[src/rtl/acfb_pkg.sv]
// ----------------------------------------------------------------------------
// acfb_pkg: shared types and constants of the IR frame builder
// Holds the request and result word types, the job word that travels
// from the front to the back, and the fixed bytes and codes of the frame.
// ----------------------------------------------------------------------------
package acfb_pkg;

    // One request word, fields in the order of the request interface.
    typedef struct packed {
        logic [2:0] mode_sel;
        logic [1:0] fan_sel;
        logic [7:0] setpoint;
        logic [5:0] toggle_flags;
        logic       power_on;
        logic [3:0] hvane;
        logic       sensor_on;
    } req_t;

    // One result word: a single frame byte with its position marks.
    typedef struct packed {
        logic [7:0] frame_byte;
        logic [5:0] byte_index;
        logic [1:0] section_num;
        logic       section_end;
        logic       frame_last;
    } res_t;

    // The request-dependent bytes of the third section.
    typedef struct packed {
        logic [7:0] b21;
        logic [7:0] b22;
        logic [7:0] b24;
        logic [7:0] b25;
        logic [7:0] b29;
        logic [7:0] b32;
        logic [7:0] b33;
    } job_t;

    localparam int JOB_DEPTH = 2;

    localparam logic [5:0] SEC0_END   = 6'd7;
    localparam logic [5:0] SEC1_END   = 6'd15;
    localparam logic [5:0] FRAME_LAST = 6'd34;

    localparam logic [7:0] HDR0      = 8'h11;
    localparam logic [7:0] HDR1      = 8'hDA;
    localparam logic [7:0] HDR2      = 8'h27;
    localparam logic [7:0] SEC0_B4   = 8'hC5;
    localparam logic [7:0] SEC1_B12  = 8'h42;
    localparam logic [7:0] SEC2_B27  = 8'h06;
    localparam logic [7:0] SEC2_B28  = 8'h60;
    localparam logic [7:0] SEC2_B31  = 8'hC0;

    // Mode request codes and their frame encodings.
    localparam logic [2:0] MODE_OFF  = 3'd0;
    localparam logic [2:0] MODE_COOL = 3'd1;
    localparam logic [2:0] MODE_AUTO = 3'd2;
    localparam logic [2:0] MODE_DRY  = 3'd3;
    localparam logic [2:0] MODE_HEAT = 3'd4;
    localparam logic [2:0] MODE_FAN  = 3'd5;

    localparam logic [2:0] MCODE_AUTO = 3'b000;
    localparam logic [2:0] MCODE_DRY  = 3'b010;
    localparam logic [2:0] MCODE_COOL = 3'b011;
    localparam logic [2:0] MCODE_HEAT = 3'b100;
    localparam logic [2:0] MCODE_FAN  = 3'b110;

    // Fan request codes and their frame encodings.
    localparam logic [1:0] FAN_AUTO = 2'd0;
    localparam logic [1:0] FAN_LOW  = 2'd1;
    localparam logic [1:0] FAN_MED  = 2'd2;
    localparam logic [1:0] FAN_HIGH = 2'd3;

    localparam logic [3:0] FCODE_AUTO  = 4'b1010;
    localparam logic [3:0] FCODE_LOW   = 4'd3;
    localparam logic [3:0] FCODE_MED   = 4'd5;
    localparam logic [3:0] FCODE_HIGH  = 4'd7;
    localparam logic [3:0] FCODE_QUIET = 4'b1011;

    // Bit positions within toggle_flags.
    localparam int TF_SWING    = 1;
    localparam int TF_POWERFUL = 2;
    localparam int TF_QUIET    = 3;
    localparam int TF_ECONO    = 4;
    localparam int TF_MOLD     = 5;

    function automatic logic [2:0] mode_code(input logic [2:0] sel);
        logic [2:0] code;
        case (sel)
            MODE_AUTO: code = MCODE_AUTO;
            MODE_DRY:  code = MCODE_DRY;
            MODE_HEAT: code = MCODE_HEAT;
            MODE_FAN:  code = MCODE_FAN;
            default:   code = MCODE_COOL;   // off, cool and unused codes
        endcase
        return code;
    endfunction

    function automatic logic [3:0] fan_code(input logic [1:0] sel);
        logic [3:0] code;
        case (sel)
            FAN_LOW:  code = FCODE_LOW;
            FAN_MED:  code = FCODE_MED;
            FAN_HIGH: code = FCODE_HIGH;
            default:  code = FCODE_AUTO;
        endcase
        return code;
    endfunction

    // Frame byte at a position before checksum insertion.
    function automatic logic [7:0] base_byte(input logic [5:0] idx, input job_t job);
        logic [7:0] b;
        case (idx)
            6'd0, 6'd8, 6'd16:  b = HDR0;
            6'd1, 6'd9, 6'd17:  b = HDR1;
            6'd2, 6'd10, 6'd18: b = HDR2;
            6'd4:  b = SEC0_B4;
            6'd12: b = SEC1_B12;
            6'd21: b = job.b21;
            6'd22: b = job.b22;
            6'd24: b = job.b24;
            6'd25: b = job.b25;
            6'd27: b = SEC2_B27;
            6'd28: b = SEC2_B28;
            6'd29: b = job.b29;
            6'd31: b = SEC2_B31;
            6'd32: b = job.b32;
            6'd33: b = job.b33;
            default: b = 8'h00;
        endcase
        return b;
    endfunction

endpackage

[src/rtl/acfb_front.sv]
// ----------------------------------------------------------------------------
// acfb_front: request decoder
// Clamps the setpoint and packs the request fields into the job bytes.
// ----------------------------------------------------------------------------
module acfb_front (
    input  acfb_pkg::req_t req,
    input  logic [6:0]     temp_min,
    input  logic [6:0]     temp_max,
    output acfb_pkg::job_t job
);
    import acfb_pkg::*;

    logic [7:0] t_lo;
    logic [7:0] t_clamp;
    logic [3:0] fan_nibble;

    always_comb
    begin
        // The minimum is applied first, so an inverted range yields the maximum.
        t_lo    = (req.setpoint < {1'b0, temp_min}) ? {1'b0, temp_min} : req.setpoint;
        t_clamp = (t_lo > {1'b0, temp_max}) ? {1'b0, temp_max} : t_lo;

        fan_nibble = req.toggle_flags[TF_QUIET] ? FCODE_QUIET : fan_code(req.fan_sel);

        job.b21 = {1'b0, mode_code(req.mode_sel), 1'b1, 2'b00, req.power_on};
        job.b22 = {t_clamp[6:0], 1'b0};
        job.b24 = {fan_nibble, {4{req.toggle_flags[TF_SWING]}}};
        job.b25 = {4'h0, req.hvane};
        job.b29 = {2'b00, req.toggle_flags[TF_QUIET], 4'h0,
                   req.toggle_flags[TF_POWERFUL]};
        job.b32 = {5'h00, req.toggle_flags[TF_ECONO], req.sensor_on, 1'b0};
        job.b33 = {6'h00, req.toggle_flags[TF_MOLD], 1'b0};
    end

endmodule

[src/rtl/acfb_queue.sv]
// ----------------------------------------------------------------------------
// acfb_queue: job queue
// A two-entry first-in first-out store between the front and the back.
// ----------------------------------------------------------------------------
module acfb_queue (
    input  logic           clk,
    input  logic           rst_n,
    input  logic           wr_en,
    input  acfb_pkg::job_t wr_data,
    input  logic           rd_en,
    output acfb_pkg::job_t rd_data,
    output logic           full,
    output logic           nempty
);
    import acfb_pkg::*;

    job_t       mem_reg [JOB_DEPTH];
    logic       wp_reg, wp_next;
    logic       rp_reg, rp_next;
    logic [1:0] cnt_reg, cnt_next;

    assign full    = (cnt_reg == 2'(JOB_DEPTH));
    assign nempty  = (cnt_reg != 2'd0);
    assign rd_data = mem_reg[rp_reg];

    always_comb
    begin
        wp_next  = wr_en ? ~wp_reg : wp_reg;
        rp_next  = rd_en ? ~rp_reg : rp_reg;
        cnt_next = cnt_reg + 2'(wr_en) - 2'(rd_en);
    end

    always_ff @(posedge clk)
    begin
        if (wr_en)
        begin
            mem_reg[wp_reg] <= wr_data;
        end
    end

    always_ff @(posedge clk or negedge rst_n)
    begin
        if (!rst_n)
        begin
            wp_reg  <= 1'b0;
            rp_reg  <= 1'b0;
            cnt_reg <= 2'd0;
        end
        else
        begin
            wp_reg  <= wp_next;
            rp_reg  <= rp_next;
            cnt_reg <= cnt_next;
        end
    end

endmodule

[src/rtl/acfb_back.sv]
// ----------------------------------------------------------------------------
// acfb_back: frame sequencer
// Walks the 35 byte positions of a job, inserts the section checksums and
// holds each byte in an output register until it is taken.
// ----------------------------------------------------------------------------
module acfb_back (
    input  logic           clk,
    input  logic           rst_n,
    input  acfb_pkg::job_t q_data,
    input  logic           q_nempty,
    output logic           q_pop,
    output acfb_pkg::res_t result,
    output logic           empty,
    input  logic           pop
);
    import acfb_pkg::*;

    logic       active_reg, active_next;
    logic [5:0] idx_reg, idx_next;
    logic [7:0] sum_reg, sum_next;
    job_t       job_reg, job_next;
    res_t       out_reg, out_next;
    logic       out_valid_reg, out_valid_next;

    logic       adv;
    logic       emit;
    logic       is_end;
    logic       take;
    logic [7:0] base;

    assign empty  = !out_valid_reg;
    assign result = out_reg;
    assign q_pop  = take;

    always_comb
    begin
        adv    = !out_valid_reg || pop;
        emit   = active_reg && adv;
        is_end = (idx_reg == SEC0_END) || (idx_reg == SEC1_END) || (idx_reg == FRAME_LAST);
        base   = base_byte(idx_reg, job_reg);
        take   = q_nempty && (!active_reg || (emit && idx_reg == FRAME_LAST));

        active_next    = active_reg;
        idx_next       = idx_reg;
        sum_next       = sum_reg;
        job_next       = job_reg;
        out_next       = out_reg;
        out_valid_next = out_valid_reg && !pop;

        if (emit)
        begin
            out_next.frame_byte  = is_end ? sum_reg : base;
            out_next.byte_index  = idx_reg;
            out_next.section_num = (idx_reg <= SEC0_END) ? 2'd0 :
                                   (idx_reg <= SEC1_END) ? 2'd1 : 2'd2;
            out_next.section_end = is_end;
            out_next.frame_last  = (idx_reg == FRAME_LAST);
            out_valid_next       = 1'b1;
            sum_next             = is_end ? 8'h00 : sum_reg + base;
            idx_next             = idx_reg + 6'd1;
            if (idx_reg == FRAME_LAST)
            begin
                active_next = 1'b0;
            end
        end

        if (take)
        begin
            job_next    = q_data;
            idx_next    = 6'd0;
            sum_next    = 8'h00;
            active_next = 1'b1;
        end
    end

    always_ff @(posedge clk)
    begin
        job_reg <= job_next;
        out_reg <= out_next;
        sum_reg <= sum_next;
    end

    always_ff @(posedge clk or negedge rst_n)
    begin
        if (!rst_n)
        begin
            active_reg    <= 1'b0;
            idx_reg       <= 6'd0;
            out_valid_reg <= 1'b0;
        end
        else
        begin
            active_reg    <= active_next;
            idx_reg       <= idx_next;
            out_valid_reg <= out_valid_next;
        end
    end

    a_idx_range: assert property (@(posedge clk) disable iff (!rst_n)
        active_reg |-> idx_reg <= FRAME_LAST)
        else $error("byte position ran past the end of the frame");

    a_end_pos: assert property (@(posedge clk) disable iff (!rst_n)
        (out_valid_reg && out_reg.section_end) |->
        (out_reg.byte_index == SEC0_END || out_reg.byte_index == SEC1_END ||
         out_reg.byte_index == FRAME_LAST))
        else $error("section end marked at a non-checksum position");

    a_hold: assert property (@(posedge clk) disable iff (!rst_n)
        (out_valid_reg && !pop) |=> (out_valid_reg && $stable(out_reg)))
        else $error("waiting frame byte changed before it was taken");

    a_next_index: assert property (@(posedge clk) disable iff (!rst_n)
        (emit && idx_reg != FRAME_LAST) |=> (idx_reg == $past(idx_reg) + 6'd1))
        else $error("byte position skipped within a frame");

endmodule

[src/rtl/ac_ir_frame_builder.sv]
// The first frame byte passes through the job queue, the back's job register and
// the output register. Throughput: one frame byte per cycle while pop takes each
// byte, set by the back sequencer that walks the 35 byte positions one per cycle.
// Up to two requests wait in the job queue while a frame is being sent.
// Reset (rst_n low, asynchronous) empties the queue and output register and sets
// temp_min to 10 and temp_max to 32.
// ----------------------------------------------------------------------------
// ac_ir_frame_builder: air-conditioner remote-control frame builder
// Turns one request word into the 35-byte, three-section remote frame,
// delivered as 35 result words with section and end marks.
// ----------------------------------------------------------------------------
module ac_ir_frame_builder (
    input  logic           clk,
    input  logic           rst_n,
    // request side
    input  acfb_pkg::req_t request,
    input  logic           push,
    output logic           full,
    // result side
    output acfb_pkg::res_t result,
    output logic           empty,
    input  logic           pop,
    // configuration port
    input  logic           psel,
    input  logic           penable,
    input  logic           pwrite,
    input  logic [2:0]     paddr,
    input  logic [31:0]    pwdata,
    output logic [31:0]    prdata,
    output logic           pready
);
    import acfb_pkg::*;

    // Register indexes on the configuration port, taken from paddr[2].
    localparam logic REG_TEMP_MIN = 1'b0;
    localparam logic REG_TEMP_MAX = 1'b1;

    logic [6:0] temp_min_reg, temp_min_next;
    logic [6:0] temp_max_reg, temp_max_next;
    logic       cfg_wr;

    job_t front_job;
    job_t q_data;
    logic q_full;
    logic q_nempty;
    logic q_pop;
    logic q_push;

    // The configuration port never stalls. A write lands on the access cycle.
    assign pready = 1'b1;
    assign cfg_wr = psel && penable && pwrite;

    always_comb
    begin
        temp_min_next = temp_min_reg;
        temp_max_next = temp_max_reg;
        if (cfg_wr)
        begin
            case (paddr[2])
                REG_TEMP_MIN: temp_min_next = pwdata[6:0];
                REG_TEMP_MAX: temp_max_next = pwdata[6:0];
                default:      temp_min_next = temp_min_reg;
            endcase
        end
    end

    // Reads return the register value zero-extended to the data width.
    always_comb
    begin
        case (paddr[2])
            REG_TEMP_MIN: prdata = {25'd0, temp_min_reg};
            REG_TEMP_MAX: prdata = {25'd0, temp_max_reg};
            default:      prdata = 32'd0;
        endcase
    end

    always_ff @(posedge clk or negedge rst_n)
    begin
        if (!rst_n)
        begin
            temp_min_reg <= 7'd10;
            temp_max_reg <= 7'd32;
        end
        else
        begin
            temp_min_reg <= temp_min_next;
            temp_max_reg <= temp_max_next;
        end
    end

    // The front decodes a request in the cycle it is accepted and the job
    // queue captures the packed bytes, so the input side is only held off
    // when two jobs are already waiting behind the frame in flight.
    assign full   = q_full;
    assign q_push = push && !q_full;

    acfb_front u_front (
        .req      (request),
        .temp_min (temp_min_reg),
        .temp_max (temp_max_reg),
        .job      (front_job)
    );

    acfb_queue u_queue (
        .clk     (clk),
        .rst_n   (rst_n),
        .wr_en   (q_push),
        .wr_data (front_job),
        .rd_en   (q_pop),
        .rd_data (q_data),
        .full    (q_full),
        .nempty  (q_nempty)
    );

    // The back takes the next job in the same cycle the last byte of the
    // current frame is issued, so consecutive frames run without a gap.
    acfb_back u_back (
        .clk      (clk),
        .rst_n    (rst_n),
        .q_data   (q_data),
        .q_nempty (q_nempty),
        .q_pop    (q_pop),
        .result   (result),
        .empty    (empty),
        .pop      (pop)
    );

endmodule

[config.mk]
export PLATFORM = sky130hd
export DESIGN_NAME = ac_ir_frame_builder
export DESIGN_NICKNAME = d
export VERILOG_FILES = /design/src/rtl/acfb_pkg.sv /design/src/rtl/acfb_front.sv /design/src/rtl/acfb_queue.sv /design/src/rtl/acfb_back.sv /design/src/rtl/ac_ir_frame_builder.sv
export SDC_FILE = /design/constraint.sdc
export NUM_CORES = 1
export LEC_CHECK = 0
export BUFFER_PORTS_ARGS = -buffer_cell sky130_fd_sc_hd__buf_2
export CORE_MARGIN = 5
export CORE_UTILIZATION = 55
export CTS_CLUSTER_DIAMETER = 200
export CTS_CLUSTER_SIZE = 24
export DETAILED_ROUTE_END_ITERATION = 8
export HOLD_SLACK_MARGIN = 0.08
export PLACE_DENSITY = 0.84
export SYNTH_ARGS = -nofsm -noshare
export SYNTH_HDL_FRONTEND = slang
export SYNTH_SLANG_ARGS = --single-unit
[constraint.sdc]
create_clock -name clk -period 5.48 [get_ports clk]
set_clock_uncertainty 0.2 [all_clocks]
set_input_delay 0.274 -clock clk [delete_from_list [all_inputs] [get_ports clk]]
set_output_delay 0.274 -clock clk [all_outputs]
set_load 0.02 [all_outputs]
# Word-level counts from Yosys, hierarchy flattened
# Memories as Yosys holds them, arrays and structs flattened. A register that Yosys moved wholly into a read port is not among the register bits.
# Index checks and enable logic that the tools add are counted.
[totals]
out_inout_bits = 53
mem_bits_rw = 56
latchBits = 0
input_bits = 67
word_cells = 106
regBits = 100
rom_bits = 0
memories = 1
[classes]
n_div = 0
mux = 18
n_mul = 0
n_reduce_logical = 25
add_sub_neg = 4
shift = 0
n_lt_le_gt_ge = 4
eq_ne = 31
bitwise = 3
[memory_table]
columns = ["name", "depth", "word_bits", "rd", "rd_ports_with_merged_regs", "wr", "line_no", "text"]
rows = [
  ["u_queue.mem_reg", 2, 28, 1, 1, 1, "acfb_queue.sv:17", "job_t mem_reg [JOB_DEPTH];"],
]
[ops]
columns = ["cell", "count"]
rows = [
  ["8-bit one-hot mux with 15 select lines", 1],
  ["6-bit by 5-bit == test with 1-bit output (second input constant)", 11],
  ["32-bit one-hot mux with 2 select lines", 1],
  ["6-bit by 4-bit == test with 1-bit output (second input constant)", 5],
  ["8-bit two-way mux", 3],
  ["6-bit == test (second input constant)", 3],
  ["6-bit by 3-bit == test with 1-bit output (second input constant)", 2],
  ["6-bit two-way mux", 2],
  ["3-bit one-hot mux with 4 select lines", 1],
  ["4-bit one-hot mux with 3 select lines", 1],
  ["3-bit OR reduction", 3],
  ["8-bit adder", 1],
  ["8-bit by 7-bit greater-than comparator with 1-bit output", 1],
  ["8-bit by 7-bit less-than comparator with 1-bit output", 1],
  ["1-bit logical AND", 7],
  ["7-bit two-way mux", 1],
  ["6-bit by 1-bit adder with 6-bit output (second input constant)", 1],
  ["2-bit == test (second input constant)", 3],
  ["3-bit by 2-bit == test with 1-bit output (second input constant)", 2],
  ["3-bit == test (second input constant)", 2],
  ["6-bit by 1-bit == test with 1-bit output (second input constant)", 1],
  ["6-bit by 2-bit == test with 1-bit output (second input constant)", 1],
  ["6-bit by 3-bit less-or-equal comparator with 1-bit output (second input constant)", 1],
  ["6-bit by 4-bit less-or-equal comparator with 1-bit output (second input constant)", 1],
  ["other kinds (12)", 29],
]

# Depth between registers and ports, before layout
# Gate-level depths: netlist of the first run.
[depth]
word_depth = 8
depth_mapped = 15
mapped_depth_nobuf = 14

# Cells and area by module
# From an unflattened synthesis of the first run, not the netlist that was laid out.
[unflattened]
hier_cells = 646
area_unflattened_um2 = 9958.3
[by_module_without_submodules]
columns = ["mod", "area_each_um2", "cells_each", "instances"]
rows = [
  ["acfb_queue", 4360.4, 189, 1],
  ["acfb_back", 3865.0, 280, 1],
  ["acfb_front", 885.8, 110, 1],
  ["ac_ir_frame_builder", 847.1, 67, 1],
]

# Worst setup path after synthesis of the first run
# Ideal clock, no wire load.
[synth_timing]
kind = "flip-flop to flip-flop"
from = "register temp_min_reg[1]"
to = "memory u_queue.mem_reg[0][18] in the netlist's numbering (data pin)"
stages_incl_launch_ff = 15
setup_slack_ns = 1.715
t_required_ns = 5.018
arrival_ns = 3.303
path_buffers = 0
cell_sequence = "dfstp_2 > inv_1 > ha_1 > nand2_1 > o21ai_1 > a21oi_1 > o21ai_1 > mux2_2 > ha_1 > nor2b_1 > o21a_1 > o21a_1 > o21ai_1 > o2bb2ai_1 > mux2_2"
[synth_lines]
columns = ["item", "line_no", "text"]
rows = [
  ["start, declared", "ac_ir_frame_builder.sv:38", "logic [6:0] temp_min_reg, temp_min_next;"],
  ["start signal, assigned", "ac_ir_frame_builder.sv:86", "temp_min_reg <= temp_min_next;"],
  ["end, declared", "acfb_queue.sv:17", ""],
]

==> results.yml, run 1 <==
die:
  io_pins: 120
  die_area_sq_um: 13300
  rows: 38
  initial_utilization: 0.562
  die_w_microns: 115
  die_height_microns: 115
  coreArea_sq_um: 10800
placement:
  hpwl_microns: 7960
  io_buffers: 65
  gp_congestion: 0.886
clock_network:
  cts_tree: "done"
  cts-root-buf: "clkbuf_8"
  cts_sinks: 127
  cts_max_level: 4
  clk_latency_ps: 530
  cts_inserted_buffers: 17
  clk_pin_slew_ps: 60
  clock_path_buffers: 2
synth:
  yosysUniqueCellTypes: 55
  synth_flop_cell: "edfxtp_1"
  ys_warn_count: 0
  synth-edff-count: 93
  syn_area_per_cell_sq_um: 12.9
  syn-instance-count: 473
  synth-async-reset-ratio: 0.205
  syn_area_sq_um: 6100
  ys_seq_area_frac: 0.592
  ys_seq_elements: 127
pwr:
  p_leak_uw: 0.00308
  pwr-share-seq: 0.398
  vdd_ir_drop_max_uv: 288
  switchingPower_uw: 1290
  clockPowerShare: 0.285
  p_total_uw: 3860
  p_comb_frac: 0.317
  power_density_nw_per_um2: 522
  p_int_uw: 2580
  swShare: 0.333
sta:
  setup_viol: 0
  finalCritPeriodShare: 0.811
  maxSlewViolCount: 0
  fin_tns_setup_ps: 0
  tightest_slew_ps: 1200
  grt_setup_unrepaired: "false"
  finalCriticalPeriod_ps: 4450
  hold_violations: 0
  fmax_ghz: 0.225
  slew-limit-headroom: 0.200
final_layout:
  largest_register_ffs: 50
  final_cell_mix: "edfxtp_1, buf_2, mux2_2, dlygate4sd3_1, nand2_1"
  antenna_cells: 0
  n_fill_cell: 765
  mostFrequentLayoutCell: "edfxtp_1"
  syn2layout_area_growth_pct: 21.5
  drive_above_1_share: 0.276
  nets: 676
critical_path:
  crit_required_ps: 5550
  cp_cell_sequence: "inv_1 > ha_1 > nand2_1 > o21ai_1 > a21oi_1 > o21ai_1 > mux2_2 > ha_1 > nor2b_1 > o21a_1 > o21a_1 > o21ai_1 > o2bb2ai_1 > mux2_2"
  cp.buffers_inverters: 1
  cp_slowest_stage_delay_ps: 600
  start_kind: "flop"
  cp-end-kind: "flop"
  worst_path_most_repeated_cell: "o21ai_1"
  crit_family: "compound AO/OA/AOI/OAI gates"
  cp_slowest_cell: "o21ai_1"
  cp_max_fo: 7
  crit_arrival_ps: 4520
  path_class: "reg2reg"
detailed_routing:
  routed-via-count: 4021
  postRouteWirelength_microns: 12200
  firstDrtPassIters: 5
  wl_per_cell_microns: 16.6
  drt_iter0_drc: 252
  vias_per_cell: 5.47
  remaining_drc_errors: 0
  ant_nets: 0
global_routing:
  track_usage: 0.199
  grt_max_degree: 34
  grt_antenna_before_repair: 0
  overflow: 0
  grt_pass1_vias: 4180
  grt_pass1_wl_microns: 20100
job:
  maxCapViolations: 0
run_status:
  outcome: "completed"
hold_path:
  worstHoldPathType: "in2reg"
-- final timing paths --
path	slack, ps	end	startpoint	cells past startpoint
hold reg to reg	280	u_back.sum_reg[6]	u_back.sum_reg[6]	2
min in group asynchronous	640	temp_max_reg[5]	rst_n	3
setup reg to reg	1030	u_queue.mem_reg[0][19]	temp_min_reg[1]	14
max in group asynchronous	2930	temp_max_reg[1]	rst_n	4
hold / removal	110	u_queue.mem_reg[1][17]	request[12]	3
setup / recovery	1030	u_queue.mem_reg[0][19]	temp_min_reg[1]	14
-- area by class of cell --
class	count	area [sq um]	share of cell area
sequential	127	3610	0.487
multi-input combinational	302	2220	0.299
timing repair buffer	105	718	0.0970
clock buffer	17	414	0.0559
tap	140	175	0.0236
clock inverter	15	168	0.0226
inverter	29	109	0.0147
-- what timing repair did --
action / CTS / global route
hold buffers: 37 / 0
buffers inserted: 0 / 0
resized for setup: 0 / 0
endpoints found under the hold margin: 92 / 0
-- worst register-to-register path, stage by stage, from the launching register on --
cell and delay [ps]:
dfstp_2 540, inv_1 50, ha_1 270, nand2_1 50, o21ai_1 190, a21oi_1 130, o21ai_1 600, mux2_2 430
ha_1 290, nor2b_1 140, o21a_1 170, o21a_1 180, o21ai_1 130, o2bb2ai_1 380, mux2_2 440
-- through the flow --
| stage | instance area [sq um] | cells | utilization | hold slack (ps) | setup slack [ps] |
|---|---|---|---|---|---|
| floorplan | 6190 | 497 | - | -222 | 1710 |
| global placement | 6450 | 666 | 0.595 | 92.0 | 1400 |
| detailed placement | 6450 | 666 | 0.595 | 110 | 1290 |
| CTS | 7410 | 735 | 0.683 | 89.3 | 1210 |
| global route | 7410 | 735 | 0.683 | 138 | 823 |
| finish | 7410 | 735 | 0.683 | 108 | 1030 |
-- layer usage --
metal	GRT usage	up-vias	wire (microns)
li1	-	1890	-
met4	0.111	0	398
met2	0.338	153	6250
met1	0.227	1941	4780
met3	0.0537	37	803
met5	0	-	0
-- Yosys cell counts (all sizes together) (9+ instances only) --
cell type	n	share of area
a21oi	10	0.0082
buf	29	0.037
clkbuf	10	0.0062
dfrtp	23	0.094
edfxtp	93	0.46
ha	26	0.053
inv	29	0.018
mux2	56	0.10
nand2	32	0.020
nand4	12	0.012
nor2	24	0.015
o21ai	25	0.021
xnor2	9	0.013
-- cell families after synthesis --
family	Yosys count	share of synthesized area
muxes	58	0.107
and+or+nand+nor	111	0.0948
AOI/OAI and AO/OA	66	0.0683
DFF	127	0.592
buffers and inverters	68	0.0605
other	2	0.00123
adders and majority gates	27	0.0566
xor gates and xnor gates	14	0.0201
-- power groups by stage --
stage / logic, uW / clock network [uW] / registers, uW
after global routing: 1350 / 1170 / 1560
after global placement: 1120 / 0 / 1530
after detailed placement: 1180 / 0 / 1550
after CTS: 1220 / 1120 / 1530
after floorplan: 918 / 0 / 1510
final: 1230 / 1100 / 1540
Power figures use the tool's default switching activity.
==> inputs of run 2 (changes only) <==
--- a/config.mk
+++ b/config.mk
@@ -7,12 +7,12 @@
 export LEC_CHECK = 0
 export BUFFER_PORTS_ARGS = -buffer_cell sky130_fd_sc_hd__buf_2
 export CORE_MARGIN = 5
-export CORE_UTILIZATION = 55
+export CORE_UTILIZATION = 50
 export CTS_CLUSTER_DIAMETER = 200
 export CTS_CLUSTER_SIZE = 24
 export DETAILED_ROUTE_END_ITERATION = 8
 export HOLD_SLACK_MARGIN = 0.08
-export PLACE_DENSITY = 0.84
+export PLACE_DENSITY = 0.8
 export SYNTH_ARGS = -nofsm -noshare
 export SYNTH_HDL_FRONTEND = slang
 export SYNTH_SLANG_ARGS = --single-unit
==> constraint.sdc (replaced) <==
create_clock -name clk -period 3.8 [get_ports clk]
set_clock_uncertainty 0.2 [all_clocks]
set_input_delay 0.19 -clock clk [delete_from_list [all_inputs] [get_ports clk]]
set_output_delay 0.19 -clock clk [all_outputs]
set_load 0.02 [all_outputs]
==> run 2 against run 1 <==
Net effect: worst setup slack got worse by 950 ps; sequential cell count did not move; routed wire length rose by 3.0%; largest cell class unchanged; critical endpoint is now u_queue.mem_reg[1][20].
==> results.yml, run 2 (same netlist as run 1, synthesis figures left out) <==
sta:
  finalCritPeriodShare: 0.978
  setup_viol: 0
  slew-limit-headroom: 0.216
  maxSlewViolCount: 0
  hold_violations: 0
  tightest_slew_ps: 1180
  fmax_ghz: 0.269
  finalCriticalPeriod_ps: 3720
critical_path:
  r2r_start: "temp_min_reg[1]"
  worstRegToRegCells: 14
  crit_required_ps: 3760
  start_kind: "input port"
  crit_arrival_ps: 3680
  cp-end-kind: "flop"
  path_class: "in2reg"
  cp_max_fo: 7
  worstSetupStartpoint: "request[17]"
final_layout:
  regArea_sq_um: 3610
  final_cell_mix: "edfxtp_1, buf_2, mux2_2, dlygate4sd3_1, nand2_1"
  antenna_cells: 0
  fin_util: 0.630
  multiInputGateArea_sq_um: 2310
  stdcell_area_sq_um: 7540
  syn2layout_area_growth_pct: 23.6
  largest_register_ffs: 50
  n_fill_cell: 839
  nets: 685
  drive_above_1_share: 0.308
  mostFrequentLayoutCell: "edfxtp_1"
placement:
  hpwl_microns: 8110
  io_buffers: 65
  placed_area_sq_um: 6520
  gp_congestion: 0.887
pwr:
  swShare: 0.338
  p_int_uw: 3720
  vdd_ir_drop_max_uv: 415
  p_leak_uw: 0.00314
  p_total_uw: 5620
  clockPowerShare: 0.263
  pwr-share-seq: 0.389
  p_comb_frac: 0.348
  switchingPower_uw: 1900
  power_density_nw_per_um2: 746
die:
  die_area_sq_um: 14500
  die_height_microns: 120
  die_w_microns: 120
  rows: 40
  io_pins: 120
  coreArea_sq_um: 12000
  initial_utilization: 0.510
global_routing:
  overflow: 0
  grt_max_degree: 33
  grt_pass1_vias: 4073
  grt_antenna_before_repair: 0
  grt_pass1_wl_microns: 20000
  track_usage: 0.177
clock_network:
  cts_sinks: 127
  cts_max_level: 4
  clock_path_buffers: 2
  cts_inserted_buffers: 17
  clk_pin_slew_ps: 50
  clk_latency_ps: 420
  cts-root-buf: "clkbuf_16"
  cts_tree: "done"
detailed_routing:
  wl_per_cell_microns: 16.8
  routed-via-count: 4018
  vias_per_cell: 5.35
  firstDrtPassIters: 4
  ant_nets: 0
  remaining_drc_errors: 0
  postRouteWirelength_microns: 12600
  drt_iter0_drc: 263
hold_path:
  worstHoldPathType: "in2reg"
  min-delay-start: "request[13]"
  hold_depth: 3
job:
  maxCapViolations: 0
run_status:
  outcome: "completed"
## run 2: final timing paths
kind	to	slack [ps]
min in group asynchronous	temp_max_reg[3]	130
max reg2reg	u_queue.mem_reg[1][20]	90
max	u_queue.mem_reg[1][20]	80
min reg2reg	u_back.sum_reg[6]	280
max in group asynchronous	u_back.idx_reg[1]	2860
min	u_queue.mem_reg[0][18]	90
## run 2: critical path, stage by stage
cell	delay, ps
dlygate4sd3_1	540
buf_2	130
ha_1	320
a21o_1	210
a211oi_2	230
o21ai_1	120
buf_4	170
mux2_4	320
ha_4	220
nor2b_1	120
o21a_1	160
o21a_1	180
o21ai_2	180
o2bb2ai_4	230
mux2_4	350
## run 2: repair_timing
action	in CTS	in global routing
buffers inserted	0	4
endpoints found under the hold margin	89	0
endpoints found under the setup margin	12	15
resized for setup	3	14
pin swaps	0	2
hold buffers	34	0
## run 2: area by class of cell
class | count | area share
Sequential cell | 127 | 0.479
Clock inverter | 14 | 0.0158
Inverter | 29 | 0.0144
Multi-Input combinational cell | 302 | 0.306
Clock buffer | 18 | 0.0569
Timing Repair Buffer | 114 | 0.104
Tap cell | 147 | 0.0244
## run 2: power groups by stage
stage                     clock [uW]  combinational, uW  sequential, uW
final                           1480               1960            2180
after global placement             0               1730            2180
after CTS                       1510               1870            2180
after global routing            1570               2160            2230
after floorplan                    0               1320            2180
after detailed placement           0               1800            2200
## run 2: metal layers
metal  track usage  share of wire  vias up
li1              -              -     1912
met1         0.206           0.40     1932
met2         0.305           0.52      143
met3        0.0519          0.058       31
met4        0.0765          0.028        0
met5             0              0        -
## run 2: per-stage QoR
step | setup slack, ps | hold slack [ps] | cells | setup TNS [ps]
after floorplan | 34.6 | -306 | 497 | 0
after global placement | -20.5 | 13.1 | 681 | -217
after detailed placement | -48.1 | 31.8 | 681 | -508
after CTS | 46.3 | 86.0 | 747 | 0
after global routing | -24.1 | 86.7 | 751 | -211
final | 84.6 | 91.4 | 751 | 0
==> inputs of run 3 (changes only) <==
==> constraint.sdc (replaced) <==
create_clock -name clk -period 3.4 [get_ports clk]
set_clock_uncertainty 0.2 [all_clocks]
set_input_delay 0.17 -clock clk [delete_from_list [all_inputs] [get_ports clk]]
set_output_delay 0.17 -clock clk [all_outputs]
set_load 0.02 [all_outputs]
==> run 3 against run 2 <==
Net effect: the flow now finishes with violations (setup timing); largest power group is now combinational cells; worst setup slack got worse by 230 ps; sequential power increased by 11%; via count increased by 1.7%; design area increased by 4.5%; critical path type is now reg2reg; critical endpoint is now u_queue.mem_reg[1][23].
==> results.yml, run 3 (same netlist as run 1, synthesis figures left out) <==
run_status:
  outcome: "finished with violations"
  violations: "setup timing"
critical_path:
  crit_required_ps: 3360
  cp-end-kind: "flop"
  cp_slowest_stage_delay_ps: 540
  crit_arrival_ps: 3500
  worst_path_most_repeated_cell: "o21ai_2"
  cp_cell_sequence: "inv_2 > ha_4 > nand2_2 > o21ai_2 > a21oi_2 > o21ai_2 > buf_6 > buf_4 > mux2i_1 > ha_1 > nor2b_4 > o21a_1 > o21a_1 > o21ai_2 > o2bb2ai_4 > mux2_4"
  cp_max_fo: 7
  path_class: "reg2reg"
  cp_slowest_cell: "dfstp_2"
  start_kind: "flop"
pwr:
  power_density_nw_per_um2: 856
  p_leak_uw: 0.00334
  p_comb_frac: 0.369
  clockPowerShare: 0.274
  switchingPower_uw: 2230
  swShare: 0.331
  pwr-share-seq: 0.357
  vdd_ir_drop_max_uv: 467
  p_int_uw: 4510
final_layout:
  syn2layout_area_growth_pct: 29.2
  regArea_sq_um: 3610
  final_cell_mix: "edfxtp_1, buf_2, mux2_2, buf_4"
  mostFrequentLayoutCell: "edfxtp_1"
  n_fill_cell: 836
  largest_register_ffs: 50
  nets: 709
  multiInputGateArea_sq_um: 2410
  drive_above_1_share: 0.369
  antenna_cells: 0
global_routing:
  track_usage: 0.182
  grt_antenna_before_repair: 0
  grt_max_degree: 33
  grt_pass1_wl_microns: 20500
  grt_pass1_vias: 4240
  overflow: 0
sta:
  fin_tns_setup_ps: -1830
  setup_viol: 14
  finalCritPeriodShare: 1.04
  fin_hold_ws_ps: 131
  maxSlewViolCount: 0
  grt_setup_unrepaired: "true"
  layout_setup_ws_ps: -141
  slew-limit-headroom: 0.250
  finalCriticalPeriod_ps: 3540
  fmax_ghz: 0.282
  tightest_slew_ps: 1120
  hold_violations: 0
placement:
  hpwl_microns: 8730
  io_buffers: 65
  gp_congestion: 0.947
clock_network:
  cts-root-buf: "clkbuf_16"
  clock_path_buffers: 2
  clk_pin_slew_ps: 50
  cts_sinks: 127
  cts_max_level: 4
  cts_inserted_buffers: 17
  clk_latency_ps: 410
  cts_tree: "done"
die:
  io_pins: 120
  coreArea_sq_um: 12000
  initial_utilization: 0.510
  rows: 40
  die_w_microns: 120
  die_height_microns: 120
  die_area_sq_um: 14500
hold_path:
  worstHoldPathType: "in2async"
detailed_routing:
  firstDrtPassIters: 5
  wl_per_cell_microns: 16.5
  remaining_drc_errors: 0
  drt_iter0_drc: 275
  routed-via-count: 4087
  ant_nets: 0
  postRouteWirelength_microns: 12800
  vias_per_cell: 5.27
job:
  maxCapViolations: 0
-- run 3: worst paths after layout --
path | start | end | slack (ps) | cells past startpoint
min | rst_n | temp_max_reg[0] | 130 | 2
min reg2reg | u_back.sum_reg[3] | u_back.sum_reg[3] | 280 | 2
max | temp_min_reg[1] | u_queue.mem_reg[1][23] | -140 | 16
max reg2reg | temp_min_reg[1] | u_queue.mem_reg[1][23] | -140 | 16
min in group clk | request[15] | u_queue.mem_reg[0][20] | 140 | 4
max in group asynchronous | rst_n | u_back.idx_reg[4] | 2370 | 2
-- run 3: power groups by stage --
| stage | combinational (uW) | clock [uW] | sequential [uW] |
|---|---|---|---|
| floorplan | 1530 | 0 | 2440 |
| global placement | 2150 | 0 | 2410 |
| detailed placement | 2250 | 0 | 2430 |
| CTS | 2330 | 1880 | 2410 |
| global route | 2740 | 1960 | 2450 |
| finish | 2490 | 1850 | 2410 |
-- run 3: area by class of cell --
cell class | instances | area share
sequential | 127 | 0.458
multi-input combinational | 302 | 0.306
timing repair buffer | 138 | 0.121
clock buffer | 18 | 0.0545
clock inverter | 14 | 0.0233
tap | 147 | 0.0233
inverter | 29 | 0.0138
-- run 3: per-layer routing --
layer,vias up,share of wire,global-route usage
li1,1953,-,-
met1,1973,0.41,0.213
met2,133,0.51,0.313
met3,28,0.054,0.0599
met4,0,0.022,0.0623
met5,-,0,0
-- run 3: stage by stage --
stage | worst slack (ps) | total power (uW) | instance area [sq um] | std cells | utilization
6_report | -141 | 6750 | 7880 | 775 | 0.659
5_1_grt | -346 | 7150 | 7880 | 775 | 0.659
4_1_cts | -131 | 6620 | 7730 | 769 | 0.646
3_5_place_dp | -274 | 4680 | 6770 | 704 | 0.566
3_3_place_gp | -153 | 4560 | 6770 | 704 | 0.566
2_1_floorplan | -86.2 | 3970 | 6270 | 497 | -
-- run 3: critical path, delay by kind of cell, from the launching register on --
kind	cells	cell delay, ps
AO/OA/AOI/OAI	7	1060
multiplexers	2	600
flip-flops	1	540
adder cells (fa/ha/maj)	2	500
buffers and inverters	3	290
AND/OR/NAND/NOR	2	100
-- run 3: timing repair --
item                                   CTS  global route
setup buffers                            2             6
pin swaps                                3             7
resized for setup                        3            24
endpoints found under the hold margin   83             0
hold buffers                            31             0
setup endpoints to repair               15            15
